File: src/rtl/pepv_pkg.sv
// ============================================================================
// pepv_pkg
// Shared types, character constants and helper functions for the URL path
// validator.
// ============================================================================
package pepv_pkg;

    localparam int PADDR_W = 3;
    localparam int PDATA_W = 32;

    localparam logic [15:0] CH_PERCENT   = 16'h0025;
    localparam logic [15:0] CH_SLASH     = 16'h002F;
    localparam logic [7:0]  BYTE_NUL     = 8'h00;
    localparam logic [7:0]  BYTE_SLASH   = 8'h2F;
    localparam logic [7:0]  BYTE_BSLASH  = 8'h5C;

    // Configuration register indexes (word address bit 2).
    localparam logic REG_ALLOW_EMPTY    = 1'b0;
    localparam logic REG_REJECT_TRAIL   = 1'b1;

    typedef struct packed {
        logic allow_empty;
        logic reject_trailing_slash;
    } pepv_cfg_t;

    // Strict UTF-8 decoder states. Each tail state records how many
    // continuation bytes remain and which range the next one must lie in.
    typedef enum logic [2:0] {
        U8_IDLE  = 3'd0,
        U8_TAIL1 = 3'd1,
        U8_TAIL2 = 3'd2,
        U8_TAIL3 = 3'd3,
        U8_E0    = 3'd4,
        U8_ED    = 3'd5,
        U8_F0    = 3'd6,
        U8_F4    = 3'd7
    } utf8_state_t;

    typedef struct packed {
        logic       valid;
        logic [3:0] nibble;
    } hex_t;

    function automatic hex_t hex_value(input logic [6:0] c);
        hex_t h;
        h.valid  = 1'b1;
        h.nibble = 4'd0;
        if (c >= 7'h30 && c <= 7'h39) begin
            h.nibble = 4'(c - 7'h30);
        end else if (c >= 7'h61 && c <= 7'h66) begin
            h.nibble = 4'(c - 7'h57);
        end else if (c >= 7'h41 && c <= 7'h46) begin
            h.nibble = 4'(c - 7'h37);
        end else begin
            h.valid = 1'b0;
        end
        return h;
    endfunction

    // Unreserved and sub-delimiter characters, plus ':' '@' and '/'.
    function automatic logic is_path_char(input logic [6:0] c);
        logic r;
        r = 1'b0;
        if ((c >= 7'h61 && c <= 7'h7A) || (c >= 7'h41 && c <= 7'h5A) ||
            (c >= 7'h30 && c <= 7'h39)) begin
            r = 1'b1;
        end else begin
            case (c)
                7'h2D, 7'h2E, 7'h5F, 7'h7E, 7'h21, 7'h24, 7'h26, 7'h27,
                7'h28, 7'h29, 7'h2A, 7'h2B, 7'h2C, 7'h3B, 7'h3D, 7'h3A,
                7'h40, 7'h2F: r = 1'b1;
                default:      r = 1'b0;
            endcase
        end
        return r;
    endfunction

endpackage

File: src/rtl/percent_encoded_path_validator.sv
// ============================================================================
// percent_encoded_path_validator
// Checks a percent-encoded URL path one 16-bit code unit per transaction and
// gives a single pass/fail verdict on the last character or on an empty-path
// transaction.
// ============================================================================
// Timing: the transaction that closes the path is first taken into the input
//   register; its verdict is loaded into the result register when it advances
//   from there, with out_valid rising then. A stalled, full result register can hold this off.
// Throughput: one transaction per cycle while out_stall does not hold the
//   result register, with the path core state update between the two registers.
// Reset: rst_n clears both configuration bits, the path state and the valid
//   flags of both registers; no clearing pass is needed.
module percent_encoded_path_validator (
    input  logic                           clk,
    input  logic                           rst_n,
    // Input channel
    input  logic                           in_valid,
    output logic                           in_stall,
    input  logic [15:0]                    code_unit,
    input  logic                           last,
    input  logic                           empty_path,
    // Output channel
    output logic                           out_valid,
    input  logic                           out_stall,
    output logic                           path_ok,
    // Configuration port
    input  logic                           psel,
    input  logic                           penable,
    input  logic                           pwrite,
    input  logic [pepv_pkg::PADDR_W-1:0]   paddr,
    input  logic [pepv_pkg::PDATA_W-1:0]   pwdata,
    output logic [pepv_pkg::PDATA_W-1:0]   prdata,
    output logic                           pready
);
    import pepv_pkg::*;

    pepv_cfg_t   cfg;

    // Input register: holds one transaction until the core processes it.
    logic        in_v_reg;
    logic [15:0] code_unit_reg;
    logic        last_reg;
    logic        empty_reg;

    // Result register.
    logic        out_v_reg,   out_v_next;
    logic        path_ok_reg;

    logic        has_result;
    logic        out_free;
    logic        advance;
    logic        verdict;

    pepv_cfg_regs u_cfg (
        .clk     (clk),
        .rst_n   (rst_n),
        .psel    (psel),
        .penable (penable),
        .pwrite  (pwrite),
        .paddr   (paddr),
        .pwdata  (pwdata),
        .prdata  (prdata),
        .pready  (pready),
        .cfg     (cfg)
    );

    pepv_path_core u_core (
        .clk        (clk),
        .rst_n      (rst_n),
        .advance    (advance),
        .code_unit  (code_unit_reg),
        .last       (last_reg),
        .empty_path (empty_reg),
        .cfg        (cfg),
        .verdict    (verdict)
    );

    // A held transaction that produces no verdict always moves on. One that
    // produces a verdict moves on when the result register is empty or is
    // being emptied in this cycle.
    assign has_result = last_reg || empty_reg;
    assign out_free   = !out_v_reg || !out_stall;
    assign advance    = in_v_reg && (!has_result || out_free);
    assign in_stall   = in_v_reg && !advance;

    always_comb
    begin
        if (advance && has_result)
        begin
            out_v_next = 1'b1;
        end
        else if (out_stall)
        begin
            out_v_next = out_v_reg;
        end
        else
        begin
            out_v_next = 1'b0;
        end
    end

    always_ff @(posedge clk or negedge rst_n)
    begin
        if (!rst_n)
        begin
            in_v_reg  <= 1'b0;
            out_v_reg <= 1'b0;
        end
        else
        begin
            if (!in_stall)
            begin
                in_v_reg <= in_valid;
            end
            out_v_reg <= out_v_next;
        end
    end

    // Payload registers carry no reset.
    always_ff @(posedge clk)
    begin
        if (in_valid && !in_stall)
        begin
            code_unit_reg <= code_unit;
            last_reg      <= last;
            empty_reg     <= empty_path;
        end
        if (advance && has_result)
        begin
            path_ok_reg <= verdict;
        end
    end

    assign out_valid = out_v_reg;
    assign path_ok   = path_ok_reg;

endmodule

File: src/rtl/pepv_cfg_regs.sv
// ============================================================================
// pepv_cfg_regs
// APB-style configuration registers: allow_empty and reject_trailing_slash.
// ============================================================================
module pepv_cfg_regs (
    input  logic                           clk,
    input  logic                           rst_n,
    input  logic                           psel,
    input  logic                           penable,
    input  logic                           pwrite,
    input  logic [pepv_pkg::PADDR_W-1:0]   paddr,
    input  logic [pepv_pkg::PDATA_W-1:0]   pwdata,
    output logic [pepv_pkg::PDATA_W-1:0]   prdata,
    output logic                           pready,
    output pepv_pkg::pepv_cfg_t            cfg
);
    import pepv_pkg::*;

    logic allow_empty_reg;
    logic reject_trail_reg;
    logic wr_en;

    assign pready = 1'b1;
    assign wr_en  = psel && penable && pwrite;

    always_ff @(posedge clk or negedge rst_n)
    begin
        if (!rst_n)
        begin
            allow_empty_reg  <= 1'b0;
            reject_trail_reg <= 1'b0;
        end
        else if (wr_en)
        begin
            unique case (paddr[2])
                REG_ALLOW_EMPTY:  allow_empty_reg  <= pwdata[0];
                REG_REJECT_TRAIL: reject_trail_reg <= pwdata[0];
                default:          ;
            endcase
        end
    end

    always_comb
    begin
        prdata = '0;
        unique case (paddr[2])
            REG_ALLOW_EMPTY:  prdata[0] = allow_empty_reg;
            REG_REJECT_TRAIL: prdata[0] = reject_trail_reg;
            default:          prdata = '0;
        endcase
    end

    assign cfg.allow_empty           = allow_empty_reg;
    assign cfg.reject_trailing_slash = reject_trail_reg;

endmodule

File: src/rtl/pepv_utf8_step.sv
// ============================================================================
// pepv_utf8_step
// One step of the strict UTF-8 decoder: next state and an ok flag.
// ============================================================================
module pepv_utf8_step (
    input  pepv_pkg::utf8_state_t state,
    input  logic [7:0]            data_byte,
    output pepv_pkg::utf8_state_t next_state,
    output logic                  ok
);
    import pepv_pkg::*;

    logic [7:0]  lo;
    logic [7:0]  hi;
    utf8_state_t tail_next;

    always_comb
    begin
        lo         = 8'h80;
        hi         = 8'hBF;
        tail_next  = U8_IDLE;
        next_state = state;
        ok         = 1'b1;
        unique case (state)
            U8_IDLE:  ;
            U8_TAIL1: tail_next = U8_IDLE;
            U8_TAIL2: tail_next = U8_TAIL1;
            U8_TAIL3: tail_next = U8_TAIL2;
            U8_E0:    begin tail_next = U8_TAIL1; lo = 8'hA0; end
            U8_ED:    begin tail_next = U8_TAIL1; hi = 8'h9F; end
            U8_F0:    begin tail_next = U8_TAIL2; lo = 8'h90; end
            U8_F4:    begin tail_next = U8_TAIL2; hi = 8'h8F; end
            default:  ok = 1'b0;
        endcase

        if (state == U8_IDLE)
        begin
            if (!data_byte[7])                                next_state = U8_IDLE;
            else if (data_byte >= 8'hC2 && data_byte <= 8'hDF) next_state = U8_TAIL1;
            else if (data_byte == 8'hE0)                      next_state = U8_E0;
            else if (data_byte == 8'hED)                      next_state = U8_ED;
            else if (data_byte >= 8'hE1 && data_byte <= 8'hEF) next_state = U8_TAIL2;
            else if (data_byte == 8'hF0)                      next_state = U8_F0;
            else if (data_byte >= 8'hF1 && data_byte <= 8'hF3) next_state = U8_TAIL3;
            else if (data_byte == 8'hF4)                      next_state = U8_F4;
            else                                              ok = 1'b0;
        end
        else if (data_byte < lo || data_byte > hi)
        begin
            ok = 1'b0;
        end
        else
        begin
            next_state = tail_next;
        end
    end

endmodule

File: src/rtl/pepv_path_core.sv
// ============================================================================
// pepv_path_core
// Per-path state and the combinational character check. State moves forward
// on each processed item and clears after every verdict.
// ============================================================================
module pepv_path_core (
    input  logic                clk,
    input  logic                rst_n,
    input  logic                advance,
    input  logic [15:0]         code_unit,
    input  logic                last,
    input  logic                empty_path,
    input  pepv_pkg::pepv_cfg_t cfg,
    output logic                verdict
);
    import pepv_pkg::*;

    typedef enum logic [1:0] {
        ESC_NONE = 2'd0,
        ESC_HIGH = 2'd1,
        ESC_LOW  = 2'd2
    } esc_t;

    logic        at_start_reg,    at_start_next;
    esc_t        esc_reg,         esc_next;
    logic [3:0]  nibble_reg,      nibble_next;
    logic        rejected_reg,    rejected_next;
    logic        slash_next;
    utf8_state_t u8_reg,          u8_next;

    logic        is_ascii;
    hex_t        hex;
    logic [7:0]  feed_byte;
    utf8_state_t u8_step_state;
    logic        u8_step_ok;
    logic        path_ok;
    logic        end_of_path;

    assign is_ascii = (code_unit[15:7] == '0);
    assign hex      = hex_value(code_unit[6:0]);

    assign feed_byte = (esc_reg == ESC_LOW) ? {nibble_reg, hex.nibble}
                                            : {1'b0, code_unit[6:0]};

    pepv_utf8_step u_utf8 (
        .state      (u8_reg),
        .data_byte  (feed_byte),
        .next_state (u8_step_state),
        .ok         (u8_step_ok)
    );

    always_comb
    begin
        at_start_next = 1'b0;
        esc_next      = esc_reg;
        nibble_next   = nibble_reg;
        rejected_next = rejected_reg;
        slash_next    = 1'b0;
        u8_next       = u8_reg;

        if (at_start_reg && code_unit != CH_SLASH)
        begin
            rejected_next = 1'b1;
        end

        case (esc_reg)
            ESC_HIGH:
            begin
                if (!(is_ascii && hex.valid)) rejected_next = 1'b1;
                else                          nibble_next   = hex.nibble;
                esc_next = ESC_LOW;
            end
            ESC_LOW:
            begin
                if (!(is_ascii && hex.valid))
                begin
                    rejected_next = 1'b1;
                end
                else if (feed_byte == BYTE_NUL || feed_byte == BYTE_SLASH ||
                         feed_byte == BYTE_BSLASH)
                begin
                    rejected_next = 1'b1;
                end
                else if (!u8_step_ok)
                begin
                    rejected_next = 1'b1;
                end
                else
                begin
                    u8_next = u8_step_state;
                end
                esc_next = ESC_NONE;
            end
            default:
            begin
                if (code_unit == CH_PERCENT)
                begin
                    esc_next = ESC_HIGH;
                end
                else if (!is_ascii || !is_path_char(code_unit[6:0]))
                begin
                    rejected_next = 1'b1;
                end
                else
                begin
                    if (!u8_step_ok) rejected_next = 1'b1;
                    else             u8_next       = u8_step_state;
                    slash_next = (code_unit == CH_SLASH);
                end
            end
        endcase
    end

    // The trailing-slash flag only matters for the character that closes the
    // path, so it is used straight from the combinational update.
    assign path_ok = !rejected_next && (esc_next == ESC_NONE) && (u8_next == U8_IDLE) &&
                     !(cfg.reject_trailing_slash && slash_next);
    assign verdict     = empty_path ? cfg.allow_empty : path_ok;
    assign end_of_path = empty_path || last;

    always_ff @(posedge clk or negedge rst_n)
    begin
        if (!rst_n)
        begin
            at_start_reg <= 1'b1;
            esc_reg      <= ESC_NONE;
            nibble_reg   <= 4'd0;
            rejected_reg <= 1'b0;
            u8_reg       <= U8_IDLE;
        end
        else if (advance)
        begin
            if (end_of_path)
            begin
                at_start_reg <= 1'b1;
                esc_reg      <= ESC_NONE;
                nibble_reg   <= 4'd0;
                rejected_reg <= 1'b0;
                u8_reg       <= U8_IDLE;
            end
            else
            begin
                at_start_reg <= at_start_next;
                esc_reg      <= esc_next;
                nibble_reg   <= nibble_next;
                rejected_reg <= rejected_next;
                u8_reg       <= u8_next;
            end
        end
    end

endmodule

File: config.mk
export PLATFORM = sky130hd
export DESIGN_NAME = percent_encoded_path_validator
export DESIGN_NICKNAME = d
export VERILOG_FILES = /design/src/rtl/pepv_pkg.sv /design/src/rtl/percent_encoded_path_validator.sv /design/src/rtl/pepv_cfg_regs.sv /design/src/rtl/pepv_utf8_step.sv /design/src/rtl/pepv_path_core.sv
export SDC_FILE = /design/constraint.sdc
export NUM_CORES = 1
export LEC_CHECK = 0
export BUFFER_PORTS_ARGS = -buffer_cell sky130_fd_sc_hd__buf_2
export CORE_MARGIN = 10
export CORE_UTILIZATION = 45
export CTS_BUF_LIST = sky130_fd_sc_hd__clkbuf_4 sky130_fd_sc_hd__clkbuf_8
export CTS_CLUSTER_DIAMETER = 200
export CTS_CLUSTER_SIZE = 30
export DETAILED_ROUTE_END_ITERATION = 12
export HOLD_SLACK_MARGIN = 0.03
export PLACE_DENSITY = 0.74
export SYNTH_ARGS = -nofsm -noshare
export SYNTH_HDL_FRONTEND = slang
export SYNTH_SLANG_ARGS = --single-unit
File: constraint.sdc
create_clock -name clk -period 3.7 [get_ports clk]
set_input_delay 0 -clock clk [delete_from_list [all_inputs] [get_ports clk]]
set_output_delay 0 -clock clk [all_outputs]
set_load 0.03 [all_outputs]
==> results.cfg, run 1 <==
[clock_network]
cts-resized-gates = 0
clkSlewWorstSetupHoldPaths_ps = 80
clk_latency_ps = 280
cts_root_buf = clkbuf_8
cts.sinks = 34
cts_setup_buffers = 0
clock_path_buffers = 2
cts_hold_buf = 22
cts_max_level = 2
numCtsBuffers = 5
cts_tree = yes

[floorplanning]
dieArea_sq_mm = 0.00993
ios = 96
fp.dieW_um = 99.6
die_h_um = 99.6
initial_utilization_pct = 47.4
row_count = 28
core_area_sq_mm = 0.00603

[routing]
wl_per_cell_um = 15.7
viasPerCell = 5.80
drtIter0Drc = 212
ant_nets = 0
drc = 0
wirelength_um = 6960
num_vias = 2562
firstDrtPassIters = 5

[worst_setup_path]
worstReg2RegEnd = path_ok
path_cells = nand3b_2, o21ai_0, o21ai_0, and2_1, o31a_1, a21boi_1, a31oi_1, or3_1, o41ai_2
path_class = reg -> reg
crit_path_max_incr_delay_ps = 650
crit_family = compound AO/OA/AOI/OAI gates
r2r_start = code_unit_reg[4]
crit_buf_inv = 0
cp_max_fo = 11
path_depth = 9
reg2reg_slack_ps = 290
cpMaxStageDelayCell = edfxtp_1
cp_common_cell = o21ai_0
worstPathArrival_ps = 3500
cp-start-kind = register
cp.required_ps = 3790
crit_path_end_kind = register
r2r_cells = 9

[power_and_ir_drop]
ir_drop_mv = 0.481
power.density_mw_per_mm2 = 311
p_leak_nw = 1.33

[global_route]
grt_pass1_vias = 2588
grt_overflow_total = 0
grt_first_pass_wirelength_um = 12100
antenna_found_initial = 0
grt_max_degree = 22
grt_usage_pct = 14.1

[sta]
hold_viol_final = 0
tns_ps = 0
finalClockSkew_ps = 9.13
max_freq_mhz = 294
slew_viol_final = 0
fin_crit_sh_pct = 92.1
tightest_slew_ps = 756
setup_ws_ps = 294
rsz0062_at_grt = false
slew-limit-headroom_pct = 49.6
setup_viol = 0
period_needed_ps = 3410

[synth]
syn_area_per_cell_sq_um = 8.97
yosys_warnings = 0
synth_seq_cells = 34
synth-edff-count = 19
synthesis.area_sq_mm = 0.00285
synthArstFlopShare_pct = 44.1
yosysTopAreaCell = edfxtp_1
ys.flop_type = edfxtp_1
yosys-top-cells-area = edfxtp_1 20%, dfrtp_1 12%, buf_4 8.7%
synth.distinct_cells = 73
synth_top_area_share_pct = 20.0
synthCells = 318
ys_seq_area_share_pct = 33.2

[cells_and_area]
drive_gt1_share_pct = 17.4
nets = 435
antenna_cells = 0
nFillCells = 534
area_delta_synth_final_pct = 14.6
multi_input_area_sq_mm = 0.00163
ff_latch_area_sq_um = 947
layout_common_cells = 32 x conb_1, 30 x buf_2, 22 x dlygate4sd3_1, 20 x nand2_1, 19 x edfxtp_1
largest_register_ffs = 16
final_common_cell = conb_1
final_area_sq_mm = 0.00327

[min_path]
min_path_type = in -> reg
min_to = u_cfg.reject_trail_reg
hold_start = penable
whs_path_depth = 3

[outcome]
status = finished clean

[job]
max_cap_violations = 0

[place]
gp_congestion = 0.892
place_ws_ps = 332
postPlaceCellArea_sq_mm = 0.00294
dp.final_hpwl_um = 5080
io_buffers = 30
synthesized netlist by cell type, drive strengths merged, types with 2 or more instances:
master / count
o211a: 2
nor4: 4
dfrtp: 14
mux2: 3
and3: 3
a31oi: 11
o211ai: 5
a211oi: 8
nand4: 6
edfxtp: 19
a22o: 6
a21oi: 15
nor2: 18
a41oi: 2
nand3: 8
nand2: 20
and2: 8
o31ai: 4
nor4b: 3
o311ai: 2
nor3: 4
a21o: 4
a22oi: 2
clkbuf: 6
inv: 15
mux2i: 4
o21ai: 18
conb: 2
a21boi: 4
ha: 9
a211o: 2
o21a: 4
nand2b: 5
nor3b: 3
o41ai: 2
nand3b: 2
o22ai: 4
and4b: 2
or2: 2
or3: 5
buf: 42
cell families after synthesis:
kind of cell / share of synthesized area, %
buffers and inverters: 13.5
other: 0.263
flip-flops: 33.2
AND/OR/NAND/NOR: 19.9
adder cells (fa/ha/maj): 3.95
multiplexers: 2.59
XOR/XNOR: 0.307
AO/OA/AOI/OAI: 26.3
power breakdown:
part | leakage (nW) | switching, mW | internal (mW)
logic | 0.897 | 0.143 | 0.0822
clock network | 0.0547 | 0.136 | 0.201
registers | 0.381 | 0.0241 | 0.432
final cells by class:
| class | instances | share of cell area (%) |
|---|---|---|
| inverter | 16 | 1.84 |
| clock buffer | 5 | 2.10 |
| sequential | 34 | 29.0 |
| multi-input combinational | 250 | 49.9 |
| clock inverter | 3 | 1.34 |
| timing repair buffer | 59 | 12.9 |
| tap | 75 | 2.87 |
layer usage:
metal	share of wire [%]	GRT usage, %	wire length [um]
met1	41	16.7	2880
met4	1.0	2.76	72
met3	8.5	4.43	589
met5	0	0	0
met2	49	24.5	3410
tightest hold or removal path, stage by stage:
cell and delay [ps]:
buf_2 100, nand4_1 70, mux2_2 150
how the worst max path moves through the flow:
stage                 startpoint  endpoint
6_report        code_unit_reg[4]   path_ok
5_1_grt         code_unit_reg[1]   path_ok
4_1_cts        u_core.esc_reg[0]   path_ok
3_5_place_dp   u_core.esc_reg[0]   path_ok
3_3_place_gp   u_core.esc_reg[0]   path_ok
2_1_floorplan   code_unit_reg[1]   path_ok
stage by stage:
| stage | util [%] | hold WS, ps | total power [mW] | std cells |
|---|---|---|---|---|
| floorplan | - | -296 | 0.640 | 348 |
| global placement | 48.7 | -76.7 | 0.660 | 412 |
| detailed placement | 48.7 | -73.7 | 0.665 | 412 |
| CTS | 54.3 | 68.6 | 1.02 | 442 |
| global route | 54.3 | 86.5 | 1.06 | 442 |
| finish | 54.3 | 70.5 | 1.02 | 442 |
(Power assumes the default switching activity.)
==> inputs of run 2 (changes only) <==
- CORE_UTILIZATION: 45 -> 53
- PLACE_DENSITY: 0.74 -> 0.84
==> results.cfg, run 2 (same netlist as run 1, synthesis figures left out) <==
[place]
postPlaceCellArea_sq_mm = 0.00293
io_buffers = 30
dp.final_hpwl_um = 5080
post-place-cells = 407
gp_congestion = 0.905

[cells_and_area]
final_area_sq_mm = 0.00329
area_delta_synth_final_pct = 15.3
drive_gt1_share_pct = 17.7
nets = 435
final_cell_count_no_fill = 437
final_common_cell = conb_1
final_util_pct = 63.6
antenna_cells = 0
layout_common_cells = 32 x conb_1, 30 x buf_2, 22 x dlygate4sd3_1, 20 x nand2_1, 19 x edfxtp_1
largest_register_ffs = 16

[clock_network]
clock_path_buffers = 2
numCtsBuffers = 5
clk_latency_ps = 300
cts.sinks = 34
cts_tree = yes
clkSlewWorstSetupHoldPaths_ps = 80
cts_root_buf = clkbuf_8
cts_setup_buffers = 0
cts_max_level = 2

[routing]
drtIter0Drc = 227
drc = 0
wirelength_um = 7160
num_vias = 2616
ant_nets = 0
viasPerCell = 5.99
firstDrtPassIters = 5
wl_per_cell_um = 16.4

[global_route]
grt_pass1_vias = 2514
grt_overflow_total = 0
antenna_found_initial = 0
grt_usage_pct = 16.1
grt_max_degree = 22
grt_first_pass_wirelength_um = 11800

[floorplanning]
ios = 96
initial_utilization_pct = 55.2
core_area_sq_mm = 0.00517
row_count = 26
dieArea_sq_mm = 0.00872
fp.dieW_um = 93.4
die_h_um = 93.4

[worst_setup_path]
cp_common_cell = ha_1
cp-start-kind = register
worstPathArrival_ps = 3500
cpMaxStageDelayCell = dfrtp_1
cp_max_fo = 17
reg2reg_slack_ps = 320
cp.required_ps = 3820
path_cells = inv_1, ha_1, buf_4, mux2i_1, clkinv_1, ha_1, nand3_1, o31a_1, a21boi_1, a31oi_1, or3_1, o41ai_2
crit_path_end_kind = register
path_class = reg -> reg
crit_path_max_incr_delay_ps = 390

[job]
max_cap_violations = 0

[sta]
slew_viol_final = 0
finalHoldWorstSlack_ps = 72.0
tightest_slew_ps = 771
tns_ps = 0
period_needed_ps = 3380
slew-limit-headroom_pct = 48.6
fin_crit_sh_pct = 91.3
max_freq_mhz = 296
rsz0062_at_grt = false
setup_viol = 0
finalClockSkew_ps = 6.26
hold_viol_final = 0

[min_path]
min_path_type = in -> reg

[power_and_ir_drop]
power.density_mw_per_mm2 = 334
p_leak_nw = 1.35
ir_drop_mv = 0.335

[outcome]
status = finished clean
==> run 2: cell types whose count changed in the layout (fill, tap and decap cells not counted) <==
cell        previous run  this run
mux2i_2                0         1
clkinvlp_4             1         0
bufinv_16              1         2
mux2i_1                4         3
inv_4                  1         0
clkinv_4               0         1
==> run 2: timing repair <==
action	CTS	global route
hold buffers	22	0
resized for setup	0	1
endpoints found under the hold margin	37	0
setup endpoints to repair	0	1
==> run 2: worst paths after layout <==
kind,endpoint,depth (start not counted),from
worst min register to register,u_core.at_start_reg,1,u_core.at_start_reg
worst max-delay path,path_ok,12,u_core.esc_reg[0]
min in group asynchronous,u_core.u8_reg[2],2,rst_n
worst min-delay path,u_cfg.reject_trail_reg,3,penable
worst max register to register,path_ok,12,u_core.esc_reg[0]
max in group asynchronous,u_core.at_start_reg,2,rst_n
==> run 2: cell type report <==
| type | instances | area, sq um |
|---|---|---|
| clock buffer | 5 | 68.8 |
| clock inverter | 3 | 68.8 |
| fill | 416 | 1880 |
| inverter | 16 | 60.1 |
| multi-input combinational | 250 | 1640 |
| sequential | 34 | 947 |
| tap | 70 | 87.6 |
| timing repair buffer | 59 | 423 |
==> run 2: per-layer routing <==
metal	vias up	GRT usage [%]	share of wire, %
met5	-	0	0
li1	1229	-	-
met4	0	3.98	0.74
met2	142	28.0	50
met1	1239	18.8	39
met3	6	4.80	11
==> run 2: metrics by stage <==
stage,setup WS (ps),power [mW]
2_1_floorplan,585,0.640
3_3_place_gp,387,0.659
3_5_place_dp,373,0.666
4_1_cts,322,1.09
5_1_grt,88.6,1.14
6_report,323,1.10
==> run 2: power breakdown <==
part           internal, mW  switching, mW  total, mW
Sequential            0.432         0.0226      0.454
Combinational        0.0826          0.147      0.229
Clock                 0.270          0.145      0.415
==> run 2: worst max-delay path: cells and delay by family (launching register included) <==
family                     cells  cell delay [ps]
AOI/OAI and AO/OA              4              890
buffers and inverters          3              600
adders and majority gates      2              570
and+or+nand+nor                2              450
DFF                            1              390
muxes                          1              300
==> inputs of run 3 (changes only) <==
- CORE_MARGIN: 10 -> unset
==> results.cfg, run 3 (same netlist as run 1, synthesis figures left out) <==
[routing]
drc = 0
drtIter0Drc = 187
viasPerCell = 5.93
firstDrtPassIters = 4
ant_nets = 0
wl_per_cell_um = 14.9
num_vias = 2587
wirelength_um = 6490

[power_and_ir_drop]
seqPwrFrac_pct = 41.9
swShare_pct = 28.2
power.density_mw_per_mm2 = 332
comb_power_share_pct = 20.2
power_switching_mw = 0.308
ir_drop_mv = 0.353
p_int_mw = 0.783
p_clk_share_pct = 37.8
p_leak_nw = 1.34

[worst_setup_path]
critical_path.startpoint = code_unit_reg[0]
path_cells = ha_1, a21boi_2, o211ai_2, o211ai_1, o31ai_1, a211o_1, or3b_1, a222oi_1, o21a_1, o41ai_2
crit_path_end_kind = register
cp_max_fo = 9
reg2reg_slack_ps = 210
path_class = reg -> reg
r2r_start = code_unit_reg[0]
r2r_cells = 10
cp-start-kind = register
cpMaxStageDelayCell = edfxtp_1
worstPathArrival_ps = 3530
worstReg2RegEnd = path_ok
crit_path_end = path_ok
cp.required_ps = 3740
crit_path_max_incr_delay_ps = 480

[sta]
tns_ps = 0
setup_viol = 0
slew-limit-headroom_pct = 50.1
max_freq_mhz = 287
period_needed_ps = 3490
finalClockSkew_ps = 4.75
slew_viol_final = 0
rsz0062_at_grt = false
finalHoldWorstSlack_ps = 81.8
tightest_slew_ps = 748
hold_viol_final = 0
setup_ws_ps = 212
fin_crit_sh_pct = 94.3

[floorplanning]
core_area_sq_mm = 0.00514
row_count = 26
fp.dieW_um = 75.4
die_h_um = 75.4
ios = 96
dieArea_sq_mm = 0.00568
initial_utilization_pct = 55.5

[place]
dp.final_hpwl_um = 4440
place_ws_ps = 264
gp_congestion = 0.938
io_buffers = 30

[clock_network]
numCtsBuffers = 5
cts_tree = yes
cts_root_buf = clkbuf_8
clkSlewWorstSetupHoldPaths_ps = 70
cts_setup_buffers = 0
cts_max_level = 2
clock_path_buffers = 2
clk_latency_ps = 290
cts.sinks = 34

[cells_and_area]
drive_gt1_share_pct = 17.5
antenna_cells = 0
nFillCells = 415
largest_register_ffs = 16
final_common_cell = conb_1
nets = 434
layout_common_cells = 32 x conb_1, 30 x buf_2, 22 x dlygate4sd3_1, 20 x nand2_1, 19 x edfxtp_1
area_delta_synth_final_pct = 15.1

[job]
max_cap_violations = 0

[outcome]
status = finished clean

[global_route]
antenna_found_initial = 0
grt_max_degree = 22
grt_pass1_vias = 2247
grt_first_pass_wirelength_um = 10300
grt_usage_pct = 24.4
grt_overflow_total = 0

[min_path]
min_path_type = in -> reg
run 3: cell types whose count changed in the layout (fill, tap and decap cells not counted), sizes merged:
cell  delta
buf      -1
run 3: area by class of cell:
cell class,instances,area [sq um],share of cell area (%)
clock inverters,3,68.8,2.10
repair buffers,58,415,12.6
clock buffers,5,68.8,2.10
flip-flops and latches,34,947,28.8
inverters,16,60.1,1.83
well taps,70,87.6,2.67
multi-input cells,250,1640,49.8
run 3: worst min-delay path by stage:
stage / slack (ps) / to / start / cells after the start
floorplan: -300 / in_v_reg / rst_n / 0
CTS: 80 / u_cfg.reject_trail_reg / penable / 3
global route: 90 / u_cfg.reject_trail_reg / penable / 3
finish: 80 / u_cfg.reject_trail_reg / penable / 3
global placement: -80 / u_core.u8_reg[0] / rst_n / 1
detailed placement: -70 / u_core.u8_reg[2] / rst_n / 1
run 3: critical path: cells and delay by family (launching register included):
kind	cells	cell delay, ps
AND/OR/NAND/NOR	1	360
flip-flops	1	480
AO/OA/AOI/OAI	8	2030
adder cells (fa/ha/maj)	1	370
run 3: metal layers:
metal	routed length, um	track usage, %
met5	0	0
met4	119	10.7
met3	391	5.56
met2	3200	39.9
met1	2780	31.2
run 3: stage by stage:
step / instances / power, mW / cell area (sq um) / util, %
after detailed placement: 406 / 0.662 / 2920 / 56.9
after floorplan: 348 / 0.640 / 2970 / -
after global routing: 436 / 1.13 / 3280 / 63.9
after global placement: 406 / 0.657 / 2920 / 56.9
final: 436 / 1.09 / 3280 / 63.9
after CTS: 436 / 1.09 / 3280 / 63.8
run 3: what timing repair did:
item | in CTS | in global routing
endpoints found under the setup margin | 0 | 1
hold buffers | 22 | 0
resized for setup | 0 | 1
hold endpoints to repair | 37 | 0
run 3: power groups by stage:
stage               Combinational, mW  Sequential (mW)  Clock (mW)
floorplan                       0.185            0.455           0
global placement                0.195            0.463           0
detailed placement              0.198            0.464           0
CTS                             0.217            0.456       0.415
global route                    0.242            0.460       0.430
finish                          0.221            0.458       0.413
